$ cat src/rtl/pfsa_pkg.sv
// Shared types, constants and codes for the sequence log-likelihood block.
// No dependencies; every other file but pfsa_checker imports this package.
package pfsa_pkg;

  // Fixed field widths
  localparam int OP_W      = 2;
  localparam int SYM_W     = 8;
  localparam int STATE_W   = 6;
  localparam int VALUE_W   = 24;
  localparam int FLOOR_W   = 8;
  localparam int MEAN_W    = 29;
  localparam int CNT_OUT_W = 24;

  // Number formats
  localparam int PROB_FRAC_BITS = 24;
  localparam int LOG_FRAC       = 24;
  localparam int SUM_W          = 56;

  // Parameter defaults
  localparam int STATES_DEF     = 8;
  localparam int SYMBOLS_DEF    = 4;
  localparam int COUNT_BITS_DEF = 24;

  localparam logic [FLOOR_W-1:0] FLOOR_RESET = 8'd2;
  localparam logic [SUM_W-1:0]   ZERO_TERM   = SUM_W'(29'h1FFF_FFFF);
  localparam logic [MEAN_W-1:0]  MEAN_MAX    = '1;

  typedef enum logic [OP_W-1:0] {
    OP_LOAD_TRANS = 2'd0,
    OP_LOAD_EMIT  = 2'd1,
    OP_LOAD_START = 2'd2,
    OP_SYMBOL     = 2'd3
  } op_t;

  // Command class decided by the front end
  typedef enum logic [2:0] {
    K_NOP,
    K_TRANS,
    K_EMIT,
    K_START,
    K_SYMBOL
  } kind_t;

  typedef struct packed {
    kind_t               kind;
    logic                sym_ok;
    logic [SYM_W-1:0]    symbol;
    logic [STATE_W-1:0]  from_state;
    logic [STATE_W-1:0]  to_state;
    logic [VALUE_W-1:0]  value;
    logic                last;
  } cmd_t;

  typedef enum logic [3:0] {
    B_IDLE,
    B_MAC,
    B_DRAIN,
    B_DIV_START,
    B_DIV_WAIT,
    B_TERM,
    B_MEAN_START,
    B_MEAN_WAIT,
    B_OUT
  } back_state_t;

  typedef enum logic [1:0] {
    L_IDLE,
    L_NORM,
    L_SQUARE
  } log_state_t;

  typedef enum logic {
    D_IDLE,
    D_RUN
  } div_state_t;

endpackage

$ cat src/rtl/pfsa_if.sv
// Valid/ready channel interfaces: input items, results, configuration writes.
// Depends on pfsa_pkg for field widths.
interface pfsa_in_if import pfsa_pkg::*; ();
  logic               valid;
  logic               ready;
  logic [OP_W-1:0]    op;
  logic [SYM_W-1:0]   symbol;
  logic [STATE_W-1:0] from_state;
  logic [STATE_W-1:0] to_state;
  logic [VALUE_W-1:0] value;
  logic               last;
  modport source (output valid, op, symbol, from_state, to_state, value, last, input ready);
  modport sink (input valid, op, symbol, from_state, to_state, value, last, output ready);
endinterface


$ cat src/rtl/pfsa_front.sv
// Front end: accepts input words, classifies them and queues commands.
// Depends on pfsa_pkg and pfsa_in_if.
module pfsa_front import pfsa_pkg::*; #(
  parameter int STATES  = STATES_DEF,
  parameter int SYMBOLS = SYMBOLS_DEF
) (
  input  logic      clk,
  input  logic      rst,
  pfsa_in_if.sink   items,
  output cmd_t      cmd,
  output logic      cmd_valid,
  input  logic      cmd_pop
);

  localparam int QDEPTH = 2;

  cmd_t       q [QDEPTH];
  logic       wptr, rptr;
  logic [1:0] cnt;
  cmd_t       cls;
  logic       sym_ok, fs_ok, ts_ok, push, pop;

  // Range checks
  assign sym_ok = {1'b0, items.symbol} < 9'(SYMBOLS);
  assign fs_ok  = {1'b0, items.from_state} < 7'(STATES);
  assign ts_ok  = {1'b0, items.to_state} < 7'(STATES);

  // Classification
  always_comb begin
    cls            = '0;
    cls.sym_ok     = sym_ok;
    cls.symbol     = items.symbol;
    cls.from_state = items.from_state;
    cls.to_state   = items.to_state;
    cls.value      = items.value;
    cls.last       = items.last;
    case (op_t'(items.op))
      OP_LOAD_TRANS: cls.kind = (sym_ok && fs_ok && ts_ok) ? K_TRANS : K_NOP;
      OP_LOAD_EMIT:  cls.kind = (sym_ok && fs_ok) ? K_EMIT : K_NOP;
      OP_LOAD_START: cls.kind = fs_ok ? K_START : K_NOP;
      OP_SYMBOL:     cls.kind = K_SYMBOL;
      default:       cls.kind = K_NOP;
    endcase
  end

  assign items.ready = (cnt != 2'(QDEPTH));
  assign push        = items.valid && items.ready;
  assign pop         = cmd_pop && cmd_valid;
  assign cmd_valid   = (cnt != 2'd0);
  assign cmd         = q[rptr];

  // Two-entry queue
  always_ff @(posedge clk) begin
    if (rst) begin
      wptr <= 1'b0;
      rptr <= 1'b0;
      cnt  <= 2'd0;
    end else begin
      if (push) begin
        wptr <= ~wptr;
      end
      if (pop) begin
        rptr <= ~rptr;
      end
      cnt <= cnt + 2'(push) - 2'(pop);
    end
  end

  always_ff @(posedge clk) begin
    if (push) begin
      q[wptr] <= cls;
    end
  end

endmodule

$ cat src/flat_wrapper.sv
// flat-port wrapper written by rule: the top's interface ports become plain ports
module pfsa_front_flat import pfsa_pkg::*;
#(
  parameter int STATES  = STATES_DEF,
  parameter int SYMBOLS = SYMBOLS_DEF
)
  (clk, rst, cmd, cmd_valid, cmd_pop, items_valid, items_op, items_symbol, items_from_state, items_to_state, items_value, items_last, items_ready);
  pfsa_in_if items_i ();
  input  logic clk;
  input  logic rst;
  output cmd_t cmd;
  output logic cmd_valid;
  input  logic cmd_pop;
  input wire logic [$bits(items_i.valid)-1:0] items_valid;
  input wire logic [$bits(items_i.op)-1:0] items_op;
  input wire logic [$bits(items_i.symbol)-1:0] items_symbol;
  input wire logic [$bits(items_i.from_state)-1:0] items_from_state;
  input wire logic [$bits(items_i.to_state)-1:0] items_to_state;
  input wire logic [$bits(items_i.value)-1:0] items_value;
  input wire logic [$bits(items_i.last)-1:0] items_last;
  output wire logic [$bits(items_i.ready)-1:0] items_ready;
  assign items_i.valid = items_valid;
  assign items_i.op = items_op;
  assign items_i.symbol = items_symbol;
  assign items_i.from_state = items_from_state;
  assign items_i.to_state = items_to_state;
  assign items_i.value = items_value;
  assign items_i.last = items_last;
  assign items_ready = items_i.ready;
  pfsa_front #(.STATES(STATES), .SYMBOLS(SYMBOLS)) u_core (.clk(clk), .rst(rst), .items(items_i), .cmd(cmd), .cmd_valid(cmd_valid), .cmd_pop(cmd_pop));
endmodule
$ cat config.mk
export PLATFORM = sky130hd
export DESIGN_NAME = pfsa_front_flat
export DESIGN_NICKNAME = d
export VERILOG_FILES = /design/src/rtl/pfsa_pkg.sv /design/src/rtl/pfsa_if.sv /design/src/rtl/pfsa_front.sv /design/src/flat_wrapper.sv
export SDC_FILE = /design/constraint.sdc
export NUM_CORES = 1
export LEC_CHECK = 0
export BUFFER_PORTS_ARGS = -buffer_cell sky130_fd_sc_hd__buf_2
export CAP_MARGIN = 20
export CORE_ASPECT_RATIO = 0.7
export CORE_MARGIN = 2
export CORE_UTILIZATION = 45
export CTS_CLUSTER_SIZE = 20
export DETAILED_ROUTE_END_ITERATION = 16
export GPL_TIMING_DRIVEN = 1
export PLACE_DENSITY = 0.79
export SLEW_MARGIN = 10
export SYNTH_ARGS = -nofsm -noshare
export SYNTH_HDL_FRONTEND = slang
export SYNTH_SLANG_ARGS = --single-unit
export TNS_END_PERCENT = 10
$ cat constraint.sdc
create_clock -name clk -period 3.65 [get_ports clk]
set_input_delay 0.73 -clock clk [delete_from_list [all_inputs] [get_ports clk]]
set_output_delay 0.73 -clock clk [all_outputs]
set_load 0.1 [all_outputs]
* Word-level counts from Yosys, hierarchy flattened
Memory sizes are Yosys's and may differ from the RTL's. A register that Yosys moved wholly into a read port is not among the register bits.
Index checks and enable logic that the tools add are counted.
** Word-level totals
- Word-level logic and storage cells :: 29
- RAM bits :: 98
- Memories kept :: 1
- Output and inout bits :: 51
- Bits in latches :: 0
- Flip-flop bits (word level) :: 4
- Bits of input ports :: 51
- Bits in read-only memories :: 0
** Memory list
- u_core.q :: words 2, width 49, rd ports 1, clocked after Yosys merged registers in 1, wr ports 1, line pfsa_front.sv:17 : cmd_t q [QDEPTH];
** Cells by class
- Add/subtract/negate cells :: 2
- Shift operators :: 0
- $lt $le $gt $ge :: 3
- Reduce and logical (&&, ||, !) cells :: 6
- Multiplexer cells :: 8
- Bitwise logic cells :: 2
- Div/mod/pow operators :: 0
- Multiply operators :: 0
- Equal/unequal tests :: 4
** Operators with widths (count)
- $lt A6 B4 Y1 const B :: 2
- $pmux W3 S4 :: 1
- $lt A8 B3 Y1 const B :: 1
- $mux W1 :: 5
- $eq A2 B2 Y1 const B :: 2
- $logic_and A1 B1 Y1 :: 4
- $mux W2 :: 2
- $add A2 B1 Y2 :: 1
- $eq A2 B1 Y1 const B :: 1
- $logic_not A2 Y1 :: 1
- $ne A2 B2 Y1 const B :: 1
- $not A1 Y1 :: 2
- $reduce_bool A2 Y1 :: 1
- $sub A2 B1 Y2 :: 1

* Depth between registers and ports, before layout
- Depth after elaboration :: 5
- Gate-level depth with buffers :: 7
- Gate-level depth less buffers :: 7

* Worst setup path before layout
Ideal clock, no wire load.
- Kind :: flip-flop to flip-flop
- Start :: register u_core.cnt[0]
- End :: memory u_core.q[1][0] (netlist bit) (enable)
- Clock period less this slack :: 2937 ps
- Data required time :: 3238 ps
- Library setup time :: 412 ps
- Stages on the path, launching flop included :: 3
- Data arrival time :: 2525 ps
- Setup slack :: 713 ps
- Cells stage by stage :: dfxtp_1 -> nand2b_1 -> and3_1
** Between the ends
- Cells in the longest elaborated chain, start to end :: 4
** RTL lines
- from (decl) :: line pfsa_front.sv:19 : logic [1:0] cnt;
- from (signal assigned) :: line pfsa_front.sv:65 : cnt <= cnt + 2'(push) - 2'(pop);
- $ne A2 B2 Y1 :: line pfsa_front.sv:46 : assign items.ready = (cnt != 2'(QDEPTH));
- named net items_ready :: line flat_wrapper.sv:21 : output wire logic [$bits(items_i.ready)-1:0] items_ready;
- $logic_and A1 B1 Y1 :: line pfsa_front.sv:47 : assign push = items.valid && items.ready;
- $mux W1 :: line pfsa_front.sv:70 : if (push) begin
- $mux W1 (not written as such) :: line pfsa_front.sv:71 : q[wptr] <= cls;
- to (decl) :: line pfsa_front.sv:17
The timed path passes the listed nets, and every way through them passes these cells.

==> flow_metrics.env <==
export IMPL_wl_met3_um=439
export IMPL_finalHoldViolations=0
export IMPL_cts_sinks=103
export IMPL_status="completed"
export IMPL_yosys_warnings=0
export IMPL_dpl_hpwl_um=4220
export IMPL_wl_per_cell_um=15.5
export IMPL_crit_slowest_cell="dfxtp_2"
export IMPL_fin_skew_ns=0.00464
export IMPL_ys_top_cells_by_area="edfxtp_1, mux2_2, mux2_4"
export IMPL_dpl_cell_count=393
export IMPL_grt_total_usage=0.141
export IMPL_syn_area_mm2=0.00388
export IMPL_io_pins=102
export IMPL_dr_max_layer_used="met4"
export IMPL_overflow=0
export IMPL_drtIter0Drc=87
export IMPL_grt_pass1_vias=1989
export IMPL_r2r_end="u_core.q[1][6]$_DFFE_PP_"
export IMPL_h_tree_depth=3
export IMPL_slowest_delay_ns=0.67
export IMPL_yosys_area_top_type="edfxtp_1"
export IMPL_hp_start="u_core.rptr$_SDFFE_PP0P_"
export IMPL_rsz0062_at_grt="false"
export IMPL_avgViaCountPerCell=4.86
export IMPL_rr_worst_depth=3
export IMPL_arrival_ns=1.97
export IMPL_dieArea_mm2=0.00940
export IMPL_tightest_slew_ns=0.616
export IMPL_root_buffer="clkbuf_16"
export IMPL_row_count=28
export IMPL_crit_path_end_kind="output port"
export IMPL_ys_seq_area_frac=0.784
export IMPL_post_route_min_period_ns=2.70
export IMPL_worst_setup_path_type="reg2out"
export IMPL_syn_avg_cell_area_um2=20.4
export IMPL_grt_pass1_wl_um=9620
export IMPL_final_antenna_net_count=0
export IMPL_die_y_um=81.7
export IMPL_core_area_mm2=0.00841
export IMPL_antenna_found_initial=0
export IMPL_synth_cells=190
export IMPL_vias=1991
export IMPL_io_buffers=101
export IMPL_fin_cells=410
export IMPL_nFillCells=651
export IMPL_cp_cell_sequence="buf_12 -> mux2_2 -> buf_2"
export IMPL_path_clk_slew_ns=0.06
export IMPL_drt_total_wl_um=6350
export IMPL_startpoint_type="register"
export IMPL_drv_cap=0
export IMPL_diodes=0
export IMPL_syn2layout_area_growth_pct=24.3
export IMPL_synth_seq_cells=103
export IMPL_tns_ns=0
export IMPL_start_util=0.462
export IMPL_maxSlewViolCount=0
export IMPL_drive_gt1_frac=0.561
export IMPL_cts_setup_buffers=0
export IMPL_hold_buffers=0
export IMPL_reg2reg_slack_ns=1.66
export IMPL_drc=0
export IMPL_relSlewSlack=0.589
export IMPL_fmax_mhz=371
export IMPL_ctsResizeCount=0
export IMPL_fin_util=0.574
export IMPL_regToRegStartpoint="u_core.cnt[0]$_SDFF_PP0_"
export IMPL_hold_depth=2
export IMPL_gp_routability_congestion=0.676
export IMPL_m1WireLength_um=3030
export IMPL_wl_met2_um=2820
export IMPL_worst_path_max_fanout=29
export IMPL_cts_tree="built"
export IMPL_synthesis_nets=243
export IMPL_clkLatencyLatePin_ns=0.33
export IMPL_setup_viol=0
export IMPL_cts_buffers=9
export IMPL_synthDistinctLibCells=25
export IMPL_worstPathRequired_ns=2.92
export IMPL_die_w_um=115
export IMPL_firstDrtPassIters=4
export IMPL_cts_buffer_depth=2
export IMPL_hold_class="reg2reg"
export IMPL_synth_top_area_share=0.758
export IMPL_mostFrequentLayoutCell="buf_2"
export IMPL_fin_nets=353
export IMPL_final_cell_mix="buf_2, edfxtp_1, mux2_2"
export IMPL_grt_start_max_net_pins=50
export IMPL_period_share=0.739
area by class of cell:
type / count / area (µm²) / area share
Inverter: 4 / 15.0 / 0.00311
Multi-Input combinational cell: 78 / 777 / 0.161
Clock inverter: 4 / 70.1 / 0.0145
Clock buffer: 12 / 236 / 0.0490
Sequential cell: 103 / 3040 / 0.631
Timing Repair Buffer: 104 / 553 / 0.115
Tap cell: 105 / 131 / 0.0272
cells in the mapped netlist:
library cell / n
and2_1: 3
inv_1: 4
mux2_2: 39
nand2_1: 2
a21oi_1: 1
o21ai_0: 2
nor3_1: 2
nor4_1: 2
nor2b_1: 1
mux2_4: 10
xor2_1: 1
nand2b_1: 1
or2_2: 1
xnor2_1: 1
edfxtp_1: 98
a21bo_2: 1
buf_4: 3
dfxtp_1: 5
and3_1: 1
ha_1: 2
o21a_1: 1
buf_6: 1
nand3b_1: 3
nor2_1: 4
buf_8: 1
how the worst max path moves through the flow:
stage	start	to	cells after the start
after floorplan	u_core.cnt[0]$_SDFF_PP0_	u_core.q[1][0]$_DFFE_PP_	2
after global placement	register	cmd[28]	3
after detailed placement	register	cmd[28]	3
after CTS	register	cmd[28]	3
after global routing	register	cmd[28]	3
final	register	cmd[28]	3
state kept, by name, indices dropped and copies added (netlist names), named ones only:
signal	count
u_core.cnt	2
u_core.rptr	1
u_core.wptr	1
u_core.q	98
cells by family (layout without fill, tap and decap cells):
group | Yosys count | count (layout) | share of synthesized area
compound gates | 5 | 5 | 0.00838
xor+xnor | 2 | 2 | 0.00451
fa+ha+maj | 2 | 2 | 0.00644
buf+inv | 9 | 124 | 0.0164
flops | 103 | 103 | 0.784
mux | 49 | 49 | 0.152
simple gates | 20 | 20 | 0.0287
metrics by stage:
| stage | setup WS [ns] | hold slack, ns | instance area [µm²] |
|---|---|---|---|
| 2_1_floorplan | 0.713 | 0.481 | 3880 |
| 3_3_place_gp | 1.28 | 0.494 | 4500 |
| 3_5_place_dp | 1.28 | 0.512 | 4500 |
| 4_1_cts | 0.903 | 0.537 | 4810 |
| 5_1_grt | 0.849 | 0.560 | 4830 |
| 6_report | 0.951 | 0.527 | 4830 |
critical path, delay by kind of cell, from the launching register on:
kind                   cells  cell delay (ns)
buffers and inverters      2             0.58
flip-flops                 1             0.67
multiplexers               1             0.37
per-layer routing:
metal,global-route usage,up-vias
li1,-,954
met1,0.183,961
met2,0.211,68
met3,0.0613,8
met4,0.0542,0
met5,0,-
Power is not shown: default switching activity piles up to over one toggle a cycle in this logic, so the estimate is an artifact.
